==> src/rtl/core/ple_pkg.sv <==
// Shared types and constants of the positional list engine.
package ple_pkg;

  // Width of positions and counts inside the cell chain (covers capacities up to 2047).
  localparam int POS_W = 11;

  // Field widths on the streams.
  localparam int CMD_W    = 3;
  localparam int PIDX_W   = 7;
  localparam int VALUE_W  = 32;
  localparam int STAT_W   = 2;
  localparam int ECOUNT_W = 7;
  localparam int IN_TDATA_W  = 48;
  localparam int OUT_TDATA_W = 48;

  typedef enum logic [CMD_W-1:0] {
    CMD_INSERT      = 3'd0,
    CMD_REMOVE      = 3'd1,
    CMD_RETRIEVE    = 3'd2,
    CMD_REPLACE     = 3'd3,
    CMD_INTERCHANGE = 3'd4,
    CMD_MEDIAN      = 3'd5,
    CMD_REVERSE     = 3'd6,
    CMD_CLEAR       = 3'd7
  } cmd_t;

  typedef enum logic [STAT_W-1:0] {
    STAT_OK        = 2'd0,
    STAT_OVERFLOW  = 2'd1,
    STAT_UNDERFLOW = 2'd2,
    STAT_RANGE     = 2'd3
  } status_t;

  typedef enum logic [2:0] {
    CELL_HOLD,
    CELL_INSERT,
    CELL_REMOVE,
    CELL_WRITE,
    CELL_ROTATE
  } cell_op_t;

  typedef enum logic [2:0] {
    S_IDLE,
    S_EXEC,
    S_SCAN,
    S_SWAP,
    S_REV,
    S_DONE
  } fsm_t;

  // Command broadcast to every cell of the chain.
  typedef struct packed {
    cell_op_t           op;
    logic               load;
    logic [POS_W-1:0]   pos_a;
    logic [POS_W-1:0]   pos_b;
  } cell_cmd_t;

endpackage

==> src/rtl/core/ple_cell.sv <==
// One storage cell of the list chain: entry word plus read-out shift stage.
module ple_cell #(
  parameter int ENTRY_WIDTH = 32,
  parameter int IDX         = 0
) (
  input  logic                   clk,
  input  ple_pkg::cell_cmd_t     cmd_i,
  input  logic [ENTRY_WIDTH-1:0] data_a_i,
  input  logic [ENTRY_WIDTH-1:0] data_b_i,
  input  logic [ENTRY_WIDTH-1:0] up_i,     // entry of the cell below
  input  logic [ENTRY_WIDTH-1:0] dn_i,     // entry of the cell above
  input  logic [ENTRY_WIDTH-1:0] head_i,   // entry of cell 0
  input  logic [ENTRY_WIDTH-1:0] rd_i,     // read stage of the cell above
  output logic [ENTRY_WIDTH-1:0] data_o,
  output logic [ENTRY_WIDTH-1:0] rd_o
);

  localparam int PW = ple_pkg::POS_W;
  localparam logic [PW-1:0] MY_IDX = PW'(IDX);

  logic [ENTRY_WIDTH-1:0] data_r, data_nxt;
  logic [ENTRY_WIDTH-1:0] rdv_r, rdv_nxt;

  always_comb begin
    data_nxt = data_r;
    case (cmd_i.op)
      ple_pkg::CELL_HOLD: data_nxt = data_r;
      ple_pkg::CELL_INSERT: begin
        if (MY_IDX > cmd_i.pos_a) data_nxt = up_i;
        else if (MY_IDX == cmd_i.pos_a) data_nxt = data_a_i;
      end
      ple_pkg::CELL_REMOVE: begin
        if (MY_IDX >= cmd_i.pos_a) data_nxt = dn_i;
      end
      ple_pkg::CELL_WRITE: begin
        if (MY_IDX == cmd_i.pos_a) data_nxt = data_a_i;
        else if (MY_IDX == cmd_i.pos_b) data_nxt = data_b_i;
      end
      // move the head word to pos_a, shift everything below it down one
      ple_pkg::CELL_ROTATE: begin
        if (MY_IDX < cmd_i.pos_a) data_nxt = dn_i;
        else if (MY_IDX == cmd_i.pos_a) data_nxt = head_i;
      end
      default: data_nxt = data_r;
    endcase
  end

  // snapshot all entries, then shift toward cell 0 one step a cycle
  assign rdv_nxt = cmd_i.load ? data_r : rd_i;

  always_ff @(posedge clk) begin
    data_r <= data_nxt;
    rdv_r  <= rdv_nxt;
  end

  assign data_o = data_r;
  assign rd_o   = rdv_r;

endmodule

==> config.mk <==
export PLATFORM = sky130hd
export DESIGN_NAME = ple_cell
export DESIGN_NICKNAME = d
export VERILOG_FILES = /design/src/rtl/core/ple_pkg.sv /design/src/rtl/core/ple_cell.sv
export SDC_FILE = /design/constraint.sdc
export NUM_CORES = 1
export LEC_CHECK = 0
export BUFFER_PORTS_ARGS = -buffer_cell sky130_fd_sc_hd__buf_2
export CAP_MARGIN = 25
export CORE_AREA = 2 2 109 111
export DETAILED_ROUTE_END_ITERATION = 10
export DIE_AREA = 0 0 111 113
export HOLD_SLACK_MARGIN = 0.06
export PLACE_DENSITY = 0.74
export SLEW_MARGIN = 20
export SYNTH_ARGS = -nofsm -noshare
export SYNTH_HDL_FRONTEND = slang
export SYNTH_SLANG_ARGS = --single-unit
==> constraint.sdc <==
create_clock -name clk -period 2.9 [get_ports clk]
set_input_delay 0 -clock clk [delete_from_list [all_inputs] [get_ports clk]]
set_output_delay 0 -clock clk [all_outputs]
set_load 0.05 [all_outputs]
Yosys cells after proc, flatten, opt, wreduce, memory -nomap -nowiden

Cells that the tools add are included.

$lt $le $gt $ge: 3
Eq/ne operators: 8
Reduce and logical (&&, ||, !) cells: 4
Multiplexer cells: 9

Operators with widths:

| operator            | count |
|---|---|
| $mux 32             | 8 |
| $pmux 32 s4         | 1 |
| $logic_not 11->1    | 2 |
| $ge 1x11->1 const A | 1 |
| $gt 1x11->1 const A | 1 |
| $lt 1x11->1 const A | 1 |
| $ne 3x3->1 const B  | 3 |
| $eq 3x2->1 const B  | 2 |
| $reduce_and 5->1    | 1 |
| $reduce_bool 4->1   | 1 |
| $eq 3x1->1 const B  | 1 |
| $eq 3x3->1 const B  | 1 |
| $ne 2x2->1 const B  | 1 |

Input bits: 219
Bits in registers: 64
Logic and storage cells: 26

Logic depth before layout (Yosys ltp)

Gate-level depths: netlist of run 1.

Word-level depth: 4
Gate-level depth with buffers: 6
Gate-level depth less buffers: 4

Least setup slack after synthesis of run 1

No wires, ideal clock.

Path kind: in2reg
From: input cmd_i[16] (netlist name)
To: register data_r[0], in the netlist data_o[0], enable pin
Stages on the path: 5
Data arrival time: 2.350 ns
Required time: 2.475 ns
Path buffers: 1
Path slack: 0.124 ns
Cell sequence: nor4_2 nand3_1 buf_4 o22a_1 o21ai_1

Longest elaborated chain between the ends: 3
Elaborated cells on any way between the ends: 9

Ends and longest elaborated chain:

| what                                                      | RTL line       | RTL |
|---|---|---|
| start, declared                                           | ple_cell.sv:7  | `input ple_pkg::cell_cmd_t cmd_i,` |
| $lt 1x11->1 (tied with other cells)                       | ple_cell.sv:41 | `if (MY_IDX < cmd_i.pos_a) data_nxt = dn_i;` |
| $ne 3x3->1 (no line) / $ne 2x2->1 (equally long branches) | --             |  |
| $reduce_and 5->1 (no line) *                              | --             |  |
| end signal, assigned                                      | ple_cell.sv:52 | `data_r <= data_nxt;` |
| end, declared                                             | ple_cell.sv:21 | `logic [ENTRY_WIDTH-1:0] data_r, data_nxt;` |

Mark *: on every way between the ends. The rest lies on a longest branch, timed or not.
A chain may end at the register's enable or synchronous reset.

Final worst setup path of run 1

From: input cmd_i[18] (netlist name)
To: register data_r[27], in the netlist data_o[27] (data pin)

Longest elaborated chain between the ends: 3
Elaborated cells on any way between the ends: 7

Ends and longest elaborated chain:

| what                                | RTL line                                       | RTL |
|---|---|---|
| $lt 1x11->1 (tied with other cells) | ple_cell.sv:41                                 |  |
| $mux 32 (on tied branches)          | ple_cell.sv:41, ple_cell.sv:29, ple_cell.sv:36 |  |
| $pmux 32 s4 *                       | ple_cell.sv:26                                 | `case (cmd_i.op)` |
| net data_nxt[27]                    | ple_cell.sv:21                                 |  |

The timed path passes the listed nets; every way through them passes the cells marked *.

==> key figures, run 1 <==
Clock tree
  • Clock-pin slew on the worst setup and hold paths: around 50 ps
  • H-tree lvl count: 3
  • CTS tree: yes
  • Clock sink count: 64
  • CTS Buf Count: 9
  • Root Buffer: clkbuf_16
  • CTS max path bufs: 2
  • Worst skew pair latency: about 330 ps
  • Post-CTS setup repair buffer count: 0

Layout
  • Final Core Density: 52.7%
  • Fill cell count: about 1000
  • Highest-count cells in the layout ignoring fill and taps: 250 x buf_2, 98 x dlygate4sd3_1, 47 x mux2i_1
  • Commonest non-fill, non-tap cell in the layout: buf_2
  • # diodes: 0
  • Area grow syn2layout: 82.3%
  • Layout cells sized above 1: about half
  • Final #Nets: roughly 830

Die
  • Core Area: 0.0113 mm²
  • I/O pin count: approximately 280
  • Site Rows: 39
  • Initial Util: 28.9%
  • Chip Width: 111 µm
  • Die ar.: around 0.013 mm²
  • Die Ht: 113 µm

Pwr
  • P per Cell Area: 465 mW/mm²
  • Max rail drop VDD: about 270 µV
  • Lkg Pwr: ~2.9 nW

Detailed routing
  • Vias after detailed routing: just under 4000
  • Drt total wl: around 13 mm
  • Initial drt markers: 238
  • DRT Pass-1 Iters: 5
  • DRC viols: 0
  • Antenna-violating nets left: 0
  • Avg Vias per Cell: 5.09
  • Avg WL per Cell: roughly 18 µm

Worst hold path
  • Min-Delay Path Class: input port to register
  • HP Start: head_i[29]

Global route
  • Vias in the first global route: between 4000 and 5000
  • Global-route wire length before repair: approximately 20 mm
  • Initial antenna violation count: 0
  • Total gr overflow: 0
  • Largest net degree at the start of global routing: 48
  • Total GRT Usage: just over 20%

Critical path
  • Critical-path top delay cell: dlygate4sd3_1
  • CP startpoint kind: input port
  • Largest delay share family, worst path: buffers and inverters
  • Crit Path Class: input port to register
  • Reg2reg start: data_o[18]
  • Crit-path cells: buf_2 > nor3_1 > a31oi_2 > buf_6 > a22oi_1 > dlygate4sd3_1 > o211ai_1 > dlygate4sd3_1
  • Crit end category: register
  • Top cell by count, worst path: dlygate4sd3_1
  • Worst Setup SP: cmd_i[18]
  • R2R Setup Slk: 2030 ps
  • Max incr delay on CP: between 500 and 600 ps
  • Critical Path AT: approximately 2700 ps
  • Critical Path RT: between 2000 and 3000 ps
  • CP Max Fanout: 11
  • Sum of buffers and inverters on the critical path: 4

Timing
  • Unrepaired setup endpoints after global routing: no
  • Setup_tns: 0 ps
  • Tmin final: between 2000 and 3000 ps
  • Fin. max-slew vios: 0
  • Final Skew: 8.15 ps
  • Final setup viols: 0
  • Hold Vio Cnt, Final: 0
  • Final period util: between 80 and 90%
  • Worst slew pin tran: 863 ps
  • Worst rel slew slack: around 42%
  • Maximum clock rate: about 390 MHz

Place
  • Routability cong.: about 0.84
  • Port Buffers: between 200 and 300
  • Detailed placement HPWL: slightly below 9 mm

Synth
  • Register bit count reported by yosys: between 60 and 70
  • Register area share after synthesis: between 40% and 50%
  • Cell area after synthesis: 0.00326 mm²
  • YS warnings: 0
  • Syn Nets: between 400 and 500
  • Mapped Avg Cell Area: roughly 12 µm²
  • Cells after Synth: 265
  • Yosys cell types: 26

Run status
  • Status: finished, final reports clean

Job
  • Number of max-cap violations: 0
## state kept, by name (all words and copies together), names as in the netlist
register,count
data_o,32
rd_o,32
## through the flow
| step | total power (W) | setup WS (ps) | area (µm²) | hold slack (ps) | instances |
|---|---|---|---|---|---|
| finish | 0.00276 | 323 | 5950 | 71.6 | 758 |
| global route | 0.00287 | 170 | 5950 | 66.7 | 758 |
| CTS | 0.00277 | 288 | 5920 | 60.7 | 756 |
| detailed placement | 0.00166 | 945 | 4670 | 230 | 642 |
| global placement | 0.00164 | 963 | 4660 | 227 | 641 |
| floorplan | 0.00142 | 124 | 3260 | 145 | 265 |
## area by class of cell
class / instances / area [µm²] / area share [%]
flip-flops and latches: 64 / 1600 / 26.9
clock inverters: 3 / 17.5 / 0.295
repair buffers: 356 / 2300 / 38.7
clock buffers: 13 / 250 / 4.21
well taps: 143 / 179 / 3.01
multi-input cells: 179 / 1590 / 26.8
## report_power, final
group | switching, W | internal, W
clock network | 0.000377 | 0.000599
registers | 0.0000252 | 0.00102
logic | 0.000410 | 0.000331
total | 0.000812 | 0.00195
## final timing paths
kind | end | cells past startpoint
setup / recovery | data_o[27] | 8
setup reg to reg | rd_o[18] | 1
hold / removal | data_o[29] | 3
hold reg to reg | rd_o[11] | 1
## cells in the mapped netlist, drive strengths merged
cell,instances,area share [%]
o211ai,17,3.9
nor3,2,0.31
edfxtp,32,29
dfxtp,32,20
nand3b,1,0.23
buf,10,1.9
nor3b,1,0.23
mux2,32,11
o21ai,18,2.8
nor4,4,1.2
clkbuf,12,1.4
nor2,1,0.12
a31oi,1,0.38
o221ai,15,4.0
mux2i,48,15
a22oi,32,7.4
nand3,2,0.31
and4,1,0.27
nand2,2,0.23
and3b,1,0.27
o22a,1,0.27
## timing repair
action,4_1_cts,5_1_grt
hold buffers,98,0
endpoints found under the hold margin,64,0
resized for setup,0,0
endpoints found under the setup margin,0,0
## per-layer routing
layer / routed length, µm / global-route usage, %
met5: 0 / 0
met4: 327 / 9.08
met3: 977 / 4.12
met2: 7080 / 38.4
met1: 4990 / 21.7
## logic make-up (layout without fill, tap and decap cells)
kind of cell	count (synthesis)	in the layout	synth area share, %
AOI/OAI and AO/OA	84	84	18.7
muxes	80	80	25.8
DFF	64	64	49.1
buffers and inverters	22	372	3.26
and+or+nand+nor	15	15	3.11
No activity file was read; power rests on OpenSTA's default activity.
==> inputs of run 2 (changes only) <==
Settings changed: CAP_MARGIN 25 to 40, RECOVER_POWER set to 50.
==> run 2 against run 1 <==
The run now ends with capacitance limit, slew limit left. Worst hold slack improved by 7.1 ps. Sequential share of layout area up 0.16 points. Setup slack improved by 110 ps. Clock skew down 2.4 ps. Maximum frequency up 4.5%. Clock power shrank 0.8%. Cell count increased by 0.26%. Routed wire length shrank 2.2%. Non-clock buffer count is 3 higher.
==> key figures, run 2 (synthesis results as in run 1) <==
Run status
  • Status: complete, but fails checks
  • Failing checks: capacitance limit, slew limit

Pwr
  • P per Cell Area: 465 mW/mm² (about the same)
  • Lkg Pwr: 2.73 nW (-4.3%)
  • Max rail drop VDD: 305 µV (+14%)

Clock tree
  • Clock sink count: 64 (unchanged)
  • CTS Buf Count: 9 (unchanged)
  • Root Buffer: clkbuf_16
  • Worst skew pair latency: 330 ps (about the same)
  • Clock-pin slew on the worst setup and hold paths: 50 ps (about the same)
  • H-tree lvl count: 3 (unchanged)
  • # resized after CTS: 0 (unchanged)
  • CTS tree: yes
  • CTS max path bufs: 2 (unchanged)

Detailed routing
  • Avg WL per Cell: 17.2 µm (-2.5%)
  • Avg Vias per Cell: 4.97 (-2.2%)
  • DRT Pass-1 Iters: 4 (-1)
  • Drt total wl: 13.1 mm (-2.2%)
  • Vias after detailed routing: 3780 (-1.9%)
  • DRC viols: 0 (unchanged)
  • Antenna-violating nets left: 0 (unchanged)
  • Initial drt markers: 217 (-8.8%)

Die
  • Die ar.: 0.0125 mm² (unchanged)
  • Site Rows: 39 (unchanged)
  • I/O pin count: 283 (unchanged)
  • Core Area: 0.0113 mm² (unchanged)
  • Initial Util: 28.9% (unchanged)
  • Die Ht: 113 µm (unchanged)
  • Chip Width: 111 µm (unchanged)

Worst hold path
  • HP Start: data_b_i[12]
  • Min-Delay Path Class: input port to register

Critical path
  • CP Max Fanout: 13 (+2)
  • Crit Path Class: input port to register
  • Crit end category: register
  • Critical Path AT: 2540 ps (-110 ps)
  • Reg2reg start: data_o[18]
  • Worst Setup SP: cmd_i[18]
  • CP startpoint kind: input port
  • Critical Path RT: 2980 ps (about the same)

Layout
  • Commonest non-fill, non-tap cell in the layout: buf_2
  • Highest-count cells in the layout ignoring fill and taps: 201 x buf_2, 101 x dlygate4sd3_1, 50 x clkbuf_1, 47 x mux2i_1
  • Area grow syn2layout: 81.3%
  • Final Cell Area: 0.00591 mm² (-0.59%)
  • Final #Nets: 832 (+0.36%)
  • Fin cells: 760 (+0.26%)
  • Layout cells sized above 1: 42.3% (-8.1 points)
  • # diodes: 0 (unchanged)
  • Final Core Density: 52.4% (-0.31 points)

Timing
  • Setup_tns: 0 ps (unchanged)
  • Tmin final: 2470 ps (-111 ps)
  • Fin. max-slew vios: 33 (+33)
  • Worst rel slew slack: -21.5% (-64 points)
  • Hold Vio Cnt, Final: 0 (unchanged)
  • Final Skew: 5.77 ps (-2.38 ps)
  • Final period util: 85.0% (-3.8 points)
  • Worst slew pin tran: 1820 ps (+958 ps)
  • Final setup viols: 0 (unchanged)
  • Unrepaired setup endpoints after global routing: no
  • Maximum clock rate: 406 MHz (+4.5%)

Job
  • Number of max-cap violations: 1 (+1)

Global route
  • Vias in the first global route: 4016 (-3.1%)
  • Total gr overflow: 0 (unchanged)
  • Global-route wire length before repair: 19.6 mm (-1.7%)
  • Initial antenna violation count: 0 (unchanged)
  • Total GRT Usage: 20.0% (-0.27 points)
  • Largest net degree at the start of global routing: 48 (unchanged)

Place
  • Placed Cells: 644 (+0.31%)
  • Routability cong.: 0.842 (unchanged)
  • Detailed placement HPWL: 8.74 mm (+0.63%)
  • Area post-placement: 0.00470 mm² (+0.56%)
  • Port Buffers: 250 (unchanged)
## run 2: cell count changes in the layout (fill, tap and decap cells not counted)
cell | before | now
clkinv_1 | 0 | 1
buf_2 | 250 | 201
dlygate4sd3_1 | 98 | 101
clkbuf_1 | 3 | 50
## run 2: per-layer routing
metal / track usage (%) / up-vias / wire length (µm)
li1: - / 1775 / -
met1: 21.3 / 1774 / 4880
met2: 38.6 / 205 / 6960
met3: 3.91 / 26 / 930
met4: 8.08 / 0 / 306
met5: 0 / - / 0
## run 2: final timing paths
| check | to | slack [ps] | depth (start not counted) |
|---|---|---|---|
| max | data_o[20] | 430 | 8 |
| min | data_o[12] | 80 | 3 |
| max reg2reg | rd_o[18] | 2020 | 1 |
| min reg2reg | rd_o[11] | 500 | 1 |
## run 2: cell type report
| cell class | instances | area [µm²] |
|---|---|---|
| fillers | 1001 | 5360 |
| repair buffers | 359 | 2270 |
| flip-flops and latches | 64 | 1600 |
| multi-input cells | 179 | 1590 |
| clock buffers | 11 | 243 |
| well taps | 143 | 179 |
| clock inverters | 4 | 21.3 |
## run 2: repair_timing
item	CTS	global route
hold buffers	101	0
buffers inserted	0	0
hold endpoints to repair	64	0
## run 2: power by group
group	leakage (nW)	switching [W]	internal, W
clock	0.129	0.000378	0.000590
combinational	2.05	0.000407	0.000321
sequential	0.556	0.0000270	0.00102
total	2.73	0.000812	0.00193
## run 2: metrics by stage
stage | total power, W | hold WS [ps] | setup slack, ps
after floorplan | 0.00142 | 145 | 124
after global placement | 0.00164 | 227 | 963
after detailed placement | 0.00166 | 230 | 972
after CTS | 0.00277 | 60.1 | 448
after global routing | 0.00285 | 70.2 | 324
final | 0.00275 | 78.6 | 435
## run 2: worst max-delay path, cell delays in order
cell and delay, ps:
buf_2 100, nor3_1 510, a31oi_2 260, buf_6 230, a22oi_1 190, dlygate4sd3_1 570
o211ai_1 100, dlygate4sd3_1 570
