--- src/rtl/core/ple_pkg.sv ---
// Shared types and constants of the positional list engine.
package ple_pkg;

  // Width of positions and counts inside the cell chain (covers capacities up to 2047).
  localparam int POS_W = 11;

  // Field widths on the streams.
  localparam int CMD_W    = 3;
  localparam int PIDX_W   = 7;
  localparam int VALUE_W  = 32;
  localparam int STAT_W   = 2;
  localparam int ECOUNT_W = 7;
  localparam int IN_TDATA_W  = 48;
  localparam int OUT_TDATA_W = 48;

  typedef enum logic [CMD_W-1:0] {
    CMD_INSERT      = 3'd0,
    CMD_REMOVE      = 3'd1,
    CMD_RETRIEVE    = 3'd2,
    CMD_REPLACE     = 3'd3,
    CMD_INTERCHANGE = 3'd4,
    CMD_MEDIAN      = 3'd5,
    CMD_REVERSE     = 3'd6,
    CMD_CLEAR       = 3'd7
  } cmd_t;

  typedef enum logic [STAT_W-1:0] {
    STAT_OK        = 2'd0,
    STAT_OVERFLOW  = 2'd1,
    STAT_UNDERFLOW = 2'd2,
    STAT_RANGE     = 2'd3
  } status_t;

  typedef enum logic [2:0] {
    CELL_HOLD,
    CELL_INSERT,
    CELL_REMOVE,
    CELL_WRITE,
    CELL_ROTATE
  } cell_op_t;

  typedef enum logic [2:0] {
    S_IDLE,
    S_EXEC,
    S_SCAN,
    S_SWAP,
    S_REV,
    S_DONE
  } fsm_t;

  // Command broadcast to every cell of the chain.
  typedef struct packed {
    cell_op_t           op;
    logic               load;
    logic [POS_W-1:0]   pos_a;
    logic [POS_W-1:0]   pos_b;
  } cell_cmd_t;

endpackage

--- src/rtl/core/ple_ctrl.sv ---
// Command sequencer of the positional list engine: decode, count, scan and result register.
module ple_ctrl #(
  parameter int CAPACITY    = 64,
  parameter int ENTRY_WIDTH = 32
) (
  input  logic                                clk,
  input  logic                                rst_n,
  input  logic                                in_tvalid,
  output logic                                in_tready,
  input  logic [ple_pkg::IN_TDATA_W-1:0]      in_tdata,
  input  logic [ple_pkg::CMD_W-1:0]           in_tuser,
  output logic                                out_tvalid,
  input  logic                                out_tready,
  output logic [ple_pkg::OUT_TDATA_W-1:0]     out_tdata,
  output logic [ple_pkg::STAT_W-1:0]          out_tuser,
  input  logic [ENTRY_WIDTH-1:0]              rd_head_i,
  output ple_pkg::cell_cmd_t                  cell_cmd_o,
  output logic [ENTRY_WIDTH-1:0]              data_a_o,
  output logic [ENTRY_WIDTH-1:0]              data_b_o
);

  localparam int PW = ple_pkg::POS_W;
  localparam int CW = $clog2(CAPACITY + 1);
  localparam int IW = $clog2(CAPACITY);
  localparam int MW = (ENTRY_WIDTH > 32) ? ENTRY_WIDTH : 32;
  localparam logic [CW-1:0] FULL_CNT = CW'(CAPACITY);

  ple_pkg::fsm_t    state_r, state_nxt;
  logic [CW-1:0]    count_r, count_nxt;
  logic             out_valid_r, out_valid_nxt;
  ple_pkg::cmd_t    cmd_r;
  logic [6:0]       p_r, q_r;
  logic [ENTRY_WIDTH-1:0] val_r;
  logic [IW-1:0]    k_r, k_nxt, tgt_r, tgt_nxt, sec_r, sec_nxt, last_r, last_nxt;
  logic [IW-1:0]    m_r, m_nxt;
  logic [ENTRY_WIDTH-1:0] tmp_a_r, tmp_a_nxt, tmp_b_r, tmp_b_nxt;
  ple_pkg::status_t stat_r, stat_nxt;
  logic [ple_pkg::OUT_TDATA_W-1:0] out_tdata_r, out_tdata_nxt;
  logic [ple_pkg::STAT_W-1:0]      out_tuser_r, out_tuser_nxt;

  logic             accept;
  logic [MW-1:0]    val_ext, rd_ext;
  logic [PW-1:0]    cnt_p, pp, qq;
  logic             p_in, q_in, has_rd;
  logic [IW-1:0]    p_i, q_i, med_i;

  assign accept    = in_tvalid && in_tready;
  assign in_tready = (state_r == ple_pkg::S_IDLE);
  assign val_ext   = MW'(in_tdata[45:14]);

  assign cnt_p = PW'(count_r);
  assign pp    = PW'(p_r);
  assign qq    = PW'(q_r);
  assign p_in  = pp < cnt_p;
  assign q_in  = qq < cnt_p;
  assign p_i   = IW'(p_r);
  assign q_i   = IW'(q_r);
  assign med_i = IW'(CW'(count_r - 1'b1) >> 1);

  assign has_rd = (stat_r == ple_pkg::STAT_OK) &&
                  (cmd_r inside {ple_pkg::CMD_REMOVE, ple_pkg::CMD_RETRIEVE,
                                 ple_pkg::CMD_MEDIAN});
  assign rd_ext = has_rd ? MW'(tmp_a_r) : '0;

  always_comb begin
    state_nxt     = state_r;
    count_nxt     = count_r;
    out_valid_nxt = out_valid_r && !out_tready;
    k_nxt         = k_r;
    tgt_nxt       = tgt_r;
    sec_nxt       = sec_r;
    last_nxt      = last_r;
    m_nxt         = m_r;
    tmp_a_nxt     = tmp_a_r;
    tmp_b_nxt     = tmp_b_r;
    stat_nxt      = stat_r;
    out_tdata_nxt = out_tdata_r;
    out_tuser_nxt = out_tuser_r;
    cell_cmd_o    = '{op: ple_pkg::CELL_HOLD, load: 1'b0, pos_a: '0, pos_b: '0};
    data_a_o      = val_r;
    data_b_o      = val_r;

    case (state_r)
      ple_pkg::S_IDLE: begin
        if (accept) state_nxt = ple_pkg::S_EXEC;
      end

      ple_pkg::S_EXEC: begin
        stat_nxt  = ple_pkg::STAT_OK;
        state_nxt = ple_pkg::S_DONE;
        k_nxt     = '0;
        case (cmd_r)
          ple_pkg::CMD_INSERT: begin
            if (count_r == FULL_CNT) stat_nxt = ple_pkg::STAT_OVERFLOW;
            else if (pp > cnt_p) stat_nxt = ple_pkg::STAT_RANGE;
            else begin
              cell_cmd_o.op    = ple_pkg::CELL_INSERT;
              cell_cmd_o.pos_a = pp;
              count_nxt        = CW'(count_r + 1'b1);
            end
          end
          ple_pkg::CMD_REMOVE, ple_pkg::CMD_RETRIEVE: begin
            if (!p_in) stat_nxt = ple_pkg::STAT_RANGE;
            else begin
              cell_cmd_o.load = 1'b1;
              tgt_nxt   = p_i;
              sec_nxt   = p_i;
              last_nxt  = p_i;
              state_nxt = ple_pkg::S_SCAN;
            end
          end
          ple_pkg::CMD_REPLACE: begin
            if (!p_in) stat_nxt = ple_pkg::STAT_RANGE;
            else begin
              cell_cmd_o.op    = ple_pkg::CELL_WRITE;
              cell_cmd_o.pos_a = pp;
              cell_cmd_o.pos_b = pp;
            end
          end
          ple_pkg::CMD_INTERCHANGE: begin
            if (!(p_in && q_in)) stat_nxt = ple_pkg::STAT_RANGE;
            else begin
              cell_cmd_o.load = 1'b1;
              tgt_nxt   = p_i;
              sec_nxt   = q_i;
              last_nxt  = (p_i > q_i) ? p_i : q_i;
              state_nxt = ple_pkg::S_SCAN;
            end
          end
          ple_pkg::CMD_MEDIAN: begin
            if (count_r == '0) stat_nxt = ple_pkg::STAT_UNDERFLOW;
            else begin
              cell_cmd_o.load = 1'b1;
              tgt_nxt   = med_i;
              sec_nxt   = med_i;
              last_nxt  = med_i;
              state_nxt = ple_pkg::S_SCAN;
            end
          end
          ple_pkg::CMD_REVERSE: begin
            if (count_r > CW'(1)) begin
              m_nxt     = IW'(count_r - 1'b1);
              state_nxt = ple_pkg::S_REV;
            end
          end
          ple_pkg::CMD_CLEAR: count_nxt = '0;
          default: stat_nxt = ple_pkg::STAT_OK;
        endcase
      end

      // entry k sits at the head of the read chain this cycle
      ple_pkg::S_SCAN: begin
        k_nxt = IW'(k_r + 1'b1);
        if (k_r == tgt_r) tmp_a_nxt = rd_head_i;
        if (k_r == sec_r) tmp_b_nxt = rd_head_i;
        if (k_r == last_r) begin
          if (cmd_r == ple_pkg::CMD_INTERCHANGE) state_nxt = ple_pkg::S_SWAP;
          else state_nxt = ple_pkg::S_DONE;
          if (cmd_r == ple_pkg::CMD_REMOVE) begin
            cell_cmd_o.op    = ple_pkg::CELL_REMOVE;
            cell_cmd_o.pos_a = PW'(tgt_r);
            count_nxt        = CW'(count_r - 1'b1);
          end
        end
      end

      ple_pkg::S_SWAP: begin
        cell_cmd_o.op    = ple_pkg::CELL_WRITE;
        cell_cmd_o.pos_a = PW'(tgt_r);
        cell_cmd_o.pos_b = PW'(sec_r);
        data_a_o         = tmp_b_r;
        data_b_o         = tmp_a_r;
        state_nxt        = ple_pkg::S_DONE;
      end

      // one rotation step per cycle, top slot moving down to 1
      ple_pkg::S_REV: begin
        cell_cmd_o.op    = ple_pkg::CELL_ROTATE;
        cell_cmd_o.pos_a = PW'(m_r);
        m_nxt            = IW'(m_r - 1'b1);
        if (m_r == IW'(1)) state_nxt = ple_pkg::S_DONE;
      end

      ple_pkg::S_DONE: begin
        if (!out_valid_r || out_tready) begin
          out_valid_nxt = 1'b1;
          out_tuser_nxt = stat_r;
          out_tdata_nxt = {7'b0, (count_r == FULL_CNT), (count_r == '0), cnt_p[6:0],
                           rd_ext[31:0]};
          state_nxt     = ple_pkg::S_IDLE;
        end
      end

      default: state_nxt = ple_pkg::S_IDLE;
    endcase
  end

  always_ff @(posedge clk) begin
    if (!rst_n) begin
      state_r     <= ple_pkg::S_IDLE;
      count_r     <= '0;
      out_valid_r <= 1'b0;
    end else begin
      state_r     <= state_nxt;
      count_r     <= count_nxt;
      out_valid_r <= out_valid_nxt;
    end
  end

  always_ff @(posedge clk) begin
    if (accept) begin
      cmd_r <= ple_pkg::cmd_t'(in_tuser);
      p_r   <= in_tdata[6:0];
      q_r   <= in_tdata[13:7];
      val_r <= val_ext[ENTRY_WIDTH-1:0];
    end
    k_r         <= k_nxt;
    tgt_r       <= tgt_nxt;
    sec_r       <= sec_nxt;
    last_r      <= last_nxt;
    m_r         <= m_nxt;
    tmp_a_r     <= tmp_a_nxt;
    tmp_b_r     <= tmp_b_nxt;
    stat_r      <= stat_nxt;
    out_tdata_r <= out_tdata_nxt;
    out_tuser_r <= out_tuser_nxt;
  end

  assign out_tvalid = out_valid_r;
  assign out_tdata  = out_tdata_r;
  assign out_tuser  = out_tuser_r;

  a_count_bound: assert property (@(posedge clk) disable iff (!rst_n)
    count_r <= FULL_CNT)
    else $error("entry count above capacity");

  a_ovf_full: assert property (@(posedge clk) disable iff (!rst_n)
    out_tvalid && (out_tuser == ple_pkg::STAT_OVERFLOW) |-> out_tdata[40])
    else $error("overflow reported on a list that is not full");

  a_unf_empty: assert property (@(posedge clk) disable iff (!rst_n)
    out_tvalid && (out_tuser == ple_pkg::STAT_UNDERFLOW) |-> out_tdata[39])
    else $error("underflow reported on a list that is not empty");

  a_err_no_rd: assert property (@(posedge clk) disable iff (!rst_n)
    out_tvalid && (out_tuser != ple_pkg::STAT_OK) |-> (out_tdata[31:0] == '0))
    else $error("read word returned with an error status");

  a_count_step: assert property (@(posedge clk) disable iff (!rst_n)
    (state_r == ple_pkg::S_SCAN) |=> (count_r == $past(count_r)) ||
                                     (count_r == $past(count_r) - 1'b1))
    else $error("count moved by more than one during a scan");

endmodule

--- config.mk ---
export PLATFORM = sky130hd
export DESIGN_NAME = ple_ctrl
export DESIGN_NICKNAME = d
export VERILOG_FILES = /design/src/rtl/core/ple_pkg.sv /design/src/rtl/core/ple_ctrl.sv
export SDC_FILE = /design/constraint.sdc
export NUM_CORES = 1
export LEC_CHECK = 0
export BUFFER_PORTS_ARGS = -buffer_cell sky130_fd_sc_hd__clkbuf_2
export CORE_ASPECT_RATIO = 1.5
export CORE_UTILIZATION = 54
export CTS_CLUSTER_SIZE = 40
export DETAILED_ROUTE_END_ITERATION = 7
export PLACE_DENSITY = 0.81
export SYNTH_ARGS = -nofsm -noshare
export SYNTH_HDL_FRONTEND = slang
export SYNTH_SLANG_ARGS = --single-unit
--- constraint.sdc ---
create_clock -name clk -period 6.3 [get_ports clk]
set_input_delay 1.26 -clock clk [delete_from_list [all_inputs] [get_ports clk]]
set_output_delay 1.26 -clock clk [all_outputs]
set_load 0.1 [all_outputs]
**Word level (Yosys, flattened, before mapping)**

Index checks and enable logic that the tools add are counted.
W data, S select, Z words.

- Magnitude comparators: 5
- Add/sub/neg operators: 4
- Reductions and logical operators: 24
- Eq/ne operators: 30
- Multiplexer cells: 61

Operator list:

| cell | number |
|---|---|
| $mux W32 | 2 |
| $mux W6 | 10 |
| $pmux W6 S3 | 3 |
| $pmux W11 S2 | 2 |
| $pmux W11 S4 | 1 |
| $mux W7 | 6 |
| $pmux W7 S2 | 2 |
| $mux W3 | 8 |
| $pmux W3 S4 | 2 |
| $pmux W6 S2 | 2 |
| $eq A3 B3 Y1 const B | 6 |
| $eq A6 B6 Y1 | 3 |
| $mux W18 | 1 |
| $pmux W3 S6 | 1 |
| $mux W2 | 8 |
| $ne A2 B2 Y1 const B | 8 |
| $lt A7 B7 Y1 | 2 |
| $eq A3 B2 Y1 const B | 4 |
| $mux W11 | 1 |
| $mux W1 | 9 |
| $pmux W2 S4 | 1 |
| $add A7 B1 Y7 const B | 1 |
| $eq A7 B7 Y1 const B | 1 |
| $gt A7 B1 Y1 const B | 1 |
| other kinds (27) | 39 |

- Register bits after elaboration: 199

**Depth between registers and ports, before layout**

Gate-level depths: netlist of run 1.

- Depth after elaboration: 5
- Depth in mapped cells: 10
- Gate-level depth less buffers: 8

**Worst setup path after synthesis of run 1**

Ideal clock, no wire load.

- Path type: input port to flip-flop
- Start: input out_tready
- End: register out_tdata_r, in the netlist out_tdata[0], enable pin
- Required time: 5.803 ns
- Setup time: 0.497 ns
- Buffers on the path: 0
- Stages on the path: 2
- Setup slack: 1.492 ns
- Data arrival time: 4.311 ns
- Path through: nor2b_1 nor3_1

- Longest elaborated chain between the ends: 2

Ends and longest elaborated chain:

| what | line | text |
|---|---|---|
| start: declaration | ple_ctrl.sv:13 | `input logic out_tready,` |
| $logic_or A1 B1 Y1 | ple_ctrl.sv:185 | `if (!out_valid_r \|\| out_tready) begin` |
| $reduce_and A2 Y1 (no source line) | -- |  |
| end signal: assignment | ple_ctrl.sv:225 | `out_tdata_r <= out_tdata_nxt;` |
| end: declaration | ple_ctrl.sv:38 | `logic [ple_pkg::OUT_TDATA_W-1:0] out_tdata_r, out_tdata_nxt;` |

Every way passes these cells.
A chain may end at the register's enable or synchronous reset.

==> results_dict.tcl, run 1 <==
set metrics [dict create \
    start_util_pct 55.3 \
    ctsHtreeMaxLevel 4 \
    dp_hpwl_mm 16.0 \
    grt_max_degree 50 \
    grt_pass1_vias 6660 \
    ant_nets 0 \
    end_kind "primary output" \
    finalSetupViolCount 0 \
    gp_congestion 0.897 \
    hold_viol_final 0 \
    ctsResizeCount 0 \
    critPathArrivalTime_ps 3670 \
    rows 58 \
    startpoint_type "flop" \
    synth-adder-area-share_pct 3.37 \
    synth-xor-area-share_pct 3.02 \
    antenna_found_initial 1 \
    cts-root-buf "clkbuf_16" \
    ys_seq_area_share_pct 63.3 \
    tns_ps 0 \
    tritoncts "yes" \
    layout-drive-gt1-share_pct 26.9 \
    path_class "flop to primary output" \
    crit_chain "inv_1 > ha_1 > a21oi_1 > a21oi_1 > nor2_1 > and3_1 > a31oi_4 > o21ai_1 > clkbuf_2" \
    die_y_microns 162 \
    total_power_mw 4.85 \
    clockBufferDepth 2 \
    fin_nets 1106 \
    wire_per_inst_microns 18.5 \
    vias_per_cell 5.46 \
    grt.overflow.total 0 \
    critical_path.max_fanout 13 \
    areaGrowthSynthToFinish_pct 18.6 \
    clock-sinks 199 \
    crit_path_frequent_cell "a21oi_1" \
    status "completed" \
    wirelength_mm 22.5 \
    max_slew_margin_pct 47.9 \
    power_leakage_nw 4.56 \
    synth_compound_area_share_pct 8.45 \
    drv_cap 0 \
    synth_top_family_by_area "simple AND/OR/NAND/NOR gates" \
    first_pass_iters 5 \
    finalClockSkew_ps 16.3 \
    drc 0 \
    synth_cells 795 \
    synthDistinctLibCells 63 \
    cpLargestDelayFamily "simple AND/OR/NAND/NOR gates" \
    hp-class "flop to flop" \
    core_area_sq_um 16800 \
    syn_area_per_cell_sq_um 11.7 \
    drt_iter0_markers 498 \
    max_freq_mhz 203 \
    path_buf_inv 2 \
    synth.area.mux_share_pct 0.648 \
    clk_pin_slew_worst_paths_ps 80 \
    fin_crit_sh_pct 78.2 \
    maxSlewViolCount 0 \
    yosys.area_share.simple_pct 16.8 \
    cts_setup_buffers 0 \
    io_buffers 211 \
    worst_slack_ps 1370 \
    vias 6654 \
    grt_pass1_wl_mm 34.7 \
    synth_seq_cells 199 \
    cts_buffers 17 \
    synthArstFlopShare_pct 0 \
    cpMaxStageDelayCell "dfxtp_1" \
    ctsHoldBuffers 0 \
    rsz0062_at_grt "no" \
    yosysWarnings 0 \
    grt_util_all_layers_pct 26.6 \
    power.density_nw_per_um2 441 \
    dieArea_sq_um 17700 \
    synth_edf_count 188 \
    pre_cts_ws_ps 1920 \
    final.min_clock_period_ps 4930 \
    clkLatencyLatePin_ps 430 \
    die_width_microns 109 \
    netlist_area_sq_um 9270 \
    pin_count 229 \
    irDropWorstVdd_v 0.000305 \
    required_ps 5040 \
    synth_ff_type "edfxtp_1" \
    worst_pin_slew_ps 778 \
    fillCellCount 1289 \
    cpPeakStageDelay_ps 700 \
]
==> Yosys cell counts, types with 2 or more instances <==
cell	count	area [sq um]
nand2_1	201	754
a211oi_1	2	15.0
a22oi_1	8	60.1
nand4b_1	2	17.5
xor2_1	9	78.8
nand4_1	7	43.8
a31oi_1	2	12.5
and3_1	2	12.5
o21ai_1	7	35.0
o21ai_0	23	115
inv_1	23	86.3
nor2_1	48	180
dfxtp_1	11	220
nor4_1	2	12.5
a21o_1	9	67.6
edfxtp_1	188	5650
clkbuf_8	2	27.5
a221o_1	8	80.1
buf_4	17	128
xnor2_1	23	201
o22ai_1	2	12.5
clkbuf_1	25	93.8
nand2b_1	8	50.1
o211ai_1	4	30.0
nand3_1	11	55.1
and2_1	38	238
a32oi_1	2	17.5
nor3b_1	2	15.0
buf_2	5	25.0
nor2b_1	4	25.0
buf_6	2	22.5
ha_1	25	313
mux2i_1	6	60.1
o31ai_1	4	30.0
a21oi_1	23	115
nor3_1	8	40.0
a22o_1	6	52.6
==> cell families (layout without fill, tap and decap cells) <==
kind of cell | after synthesis | in the layout
xor gates and xnor gates | 32 | 32
buffers and inverters | 77 | 275
other | 1 | 16
adders and majority gates | 25 | 25
and+or+nand+nor | 344 | 344
DFF | 199 | 199
AOI/OAI and AO/OA | 111 | 111
muxes | 6 | 6
==> power by group <==
group	internal [mW]	total [mW]	switching [mW]	leakage, nW
combinational	0.365	1.97	1.60	2.46
sequential	1.67	1.82	0.150	1.82
clock	0.530	1.06	0.532	0.283
==> cell type report <==
type                            instances  area (sq um)  area share [%]
Clock inverter                         15           156            1.42
Clock buffer                           17           425            3.87
Tap cell                              210           263            2.39
Timing Repair Buffer                  219          1120            10.1
Inverter                               24          90.1           0.819
Multi-Input combinational cell        533          3080            28.0
Antenna cell                            1          2.50          0.0228
Sequential cell                       199          5870            53.3
==> registers in the layout, indices dropped and copies added, names as in the netlist, 3 cells and up <==
signal,flops
p_r,7
state_r,3
k_r,6
q_r,7
val_r,32
count_r,7
tmp_a_r,32
m_r,6
tmp_b_r,32
sec_r,6
tgt_r,6
out_tdata,41
last_r,6
cmd_r,3
==> worst paths after layout <==
check                                from                     end  slack, ps  cells past startpoint
setup / recovery  count_r[2]$_SDFFE_PN0P_          cell_cmd_o[13]       1370                      9
hold / removal        stat_r[0]$_DFFE_PP_  out_tuser[0]$_DFFE_PP_        510                      0
setup reg to reg  count_r[2]$_SDFFE_PN0P_     last_r[2]$_DFFE_PP_       3230                      9
hold reg to reg       stat_r[0]$_DFFE_PP_  out_tuser[0]$_DFFE_PP_        510                      0
==> metal layers <==
layer,global-route usage [%],wire (microns),vias to the layer above,part of all wire (%)
met5,0,0,-,0
met4,13.1,874,0,3.9
met3,5.04,1450,59,6.4
met2,47.5,12300,290,54
met1,29.9,7960,3125,35
li1,-,-,3180,-
==> cells in the final DEF (no fill, tap or decap), types with 7 or more instances in the layout <==
cell and n:
clkbuf_2 211, nand2_1 201, edfxtp_1 188, nor2_1 48
and2_1 36, ha_1 25, inv_1 23, a21oi_1 23
xnor2_1 23, o21ai_0 23, clkbuf_16 17, conb_1 15
nand3_1 11, dfxtp_1 11, xor2_1 9, a21o_1 9
a221o_1 8, nand2b_1 8, a22oi_1 8, buf_4 8
o21ai_1 7, nand4_1 7
==> per-stage QoR <==
stage | utilization [%] | cell area, sq um | hold WS [ps] | instances
after CTS | 65.6 | 11000 | 518 | 1217
final | 65.6 | 11000 | 512 | 1218
after floorplan | - | 9320 | 428 | 809
after detailed placement | 62.1 | 10400 | 509 | 1185
after global placement | 62.1 | 10400 | 481 | 1185
after global routing | 65.6 | 11000 | 526 | 1218
Power figures use the tool's default switching activity.
==> inputs of run 2 (changes only) <==
==> constraint.sdc (replaced) <==
create_clock -name clk -period 4.75 [get_ports clk]
set_input_delay 0.95 -clock clk [delete_from_list [all_inputs] [get_ports clk]]
set_output_delay 0.95 -clock clk [all_outputs]
set_load 0.1 [all_outputs]
==> results_dict.tcl, run 2 (same netlist as run 1, synthesis figures left out) <==
set metrics [dict create \
    status "completed" \
    start_util_pct 55.3 \
    die_y_microns 162 \
    ctsHoldBuffers 0 \
    power_leakage_nw 4.59 \
    first_pass_iters 5 \
    finalClockSkew_ps 15.1 \
    final_cell_mix "clkbuf_2, nand2_1, edfxtp_1" \
    fin_nets 1111 \
    grt.overflow.total 0 \
    vias 6675 \
    fin_crit_sh_pct 93.1 \
    dp.cells 1190 \
    tns_ps 0 \
    required_ps 3800 \
    hold_viol_final 0 \
    startpoint_type "flop" \
    grt_util_all_layers_pct 26.2 \
    whs_ps 490 \
    total_power_mw 6.44 \
    dp_hpwl_mm 16.3 \
    vias_per_cell 5.46 \
    worst_slack_ps 327 \
    critPathArrivalTime_ps 3470 \
    cpPeakStageDelay_ps 530 \
    end_kind "primary output" \
    rows 58 \
    pin_count 229 \
    power.density_nw_per_um2 584 \
    cts_buffers 17 \
    critical_path.max_fanout 9 \
    dieArea_sq_um 17700 \
    cpMaxStageDelayCell "and3_1" \
    wirelength_mm 22.7 \
    reg2regPathDepth 9 \
    path_class "flop to primary output" \
    tritoncts "yes" \
    ctsResizeCount 0 \
    io_buffers 211 \
    antenna_cells 0 \
    core_area_sq_um 16800 \
    finalSetupViolCount 0 \
    grt_max_degree 71 \
    rsz0062_at_grt "no" \
    fillCellCount 1293 \
    rr_startpoint "count_r[4]$_SDFFE_PN0P_" \
    worst_pin_slew_ps 747 \
    die_width_microns 109 \
    final.min_clock_period_ps 4420 \
    areaGrowthSynthToFinish_pct 18.9 \
    drt_iter0_markers 412 \
    largest_reg_flops 41 \
    cts-root-buf "clkbuf_16" \
    max_freq_mhz 226 \
    grt_pass1_wl_mm 34.0 \
    final_common_cell "clkbuf_2" \
    drv_cap 0 \
    crit_chain "inv_1 > ha_1 > a21oi_1 > o21ai_0 > nor2_1 > and3_1 > a31oi_4 > o21ai_1 > clkbuf_2" \
    grt_pass1_vias 6584 \
    path_buf_inv 2 \
    crit_start "count_r[4]$_SDFFE_PN0P_" \
    maxSlewViolCount 0 \
    antenna_found_initial 0 \
    cts_setup_buffers 0 \
    clk_pin_slew_worst_paths_ps 80 \
    pre_cts_ws_ps 812 \
    clock-sinks 199 \
    max_slew_margin_pct 49.8 \
    clockBufferDepth 2 \
    cp_num_cells 9 \
    clkLatencyLatePin_ps 430 \
    whs_path_depth 0 \
    gp_congestion 0.917 \
    wire_per_inst_microns 18.6 \
    ant_nets 0 \
    irDropWorstVdd_v 0.000435 \
    ctsHtreeMaxLevel 4 \
    cpLargestDelayFamily "simple AND/OR/NAND/NOR gates" \
    layout-drive-gt1-share_pct 27.3 \
    drc 0 \
    hp-class "flop to flop" \
    final_cells 1222 \
    hold_start "stat_r[1]$_DFFE_PP_" \
]
-- run 2: worst paths after layout --
kind | endpoint | slack, ps
worst max-delay path | cell_cmd_o[16] | 330
worst min-delay path | out_tuser[1]$_DFFE_PP_ | 490
worst max register to register | last_r[3]$_DFFE_PP_ | 1870
worst min register to register | out_tuser[1]$_DFFE_PP_ | 490
-- run 2: area by class of cell --
class	count	area [sq um]	area share (%)
clock buffers	17	425	3.86
clock inverters	15	151	1.37
inverters	24	90.1	0.817
multi-input cells	533	3080	27.9
flip-flops and latches	199	5870	53.2
well taps	210	263	2.38
repair buffers	224	1150	10.5
-- run 2: layer usage --
layer / vias to the layer above / share of wire [%] / track usage [%]
met2: 298 / 53 / 46.3
li1: 3176 / - / -
met4: 0 / 5.2 / 15.0
met5: - / 0 / 0
met1: 3126 / 36 / 28.2
met3: 75 / 5.9 / 5.80
-- run 2: per-stage QoR --
step | instance area, sq um | util (%)
final | 11000 | 65.8
after detailed placement | 10500 | 62.3
after global routing | 11000 | 65.8
after CTS | 11000 | 65.8
after global placement | 10500 | 62.3
after floorplan | 9320 | -
-- run 2: power by group --
group          switching, mW  internal (mW)
Sequential             0.180           2.21
Combinational           2.15          0.493
Clock                  0.703          0.704
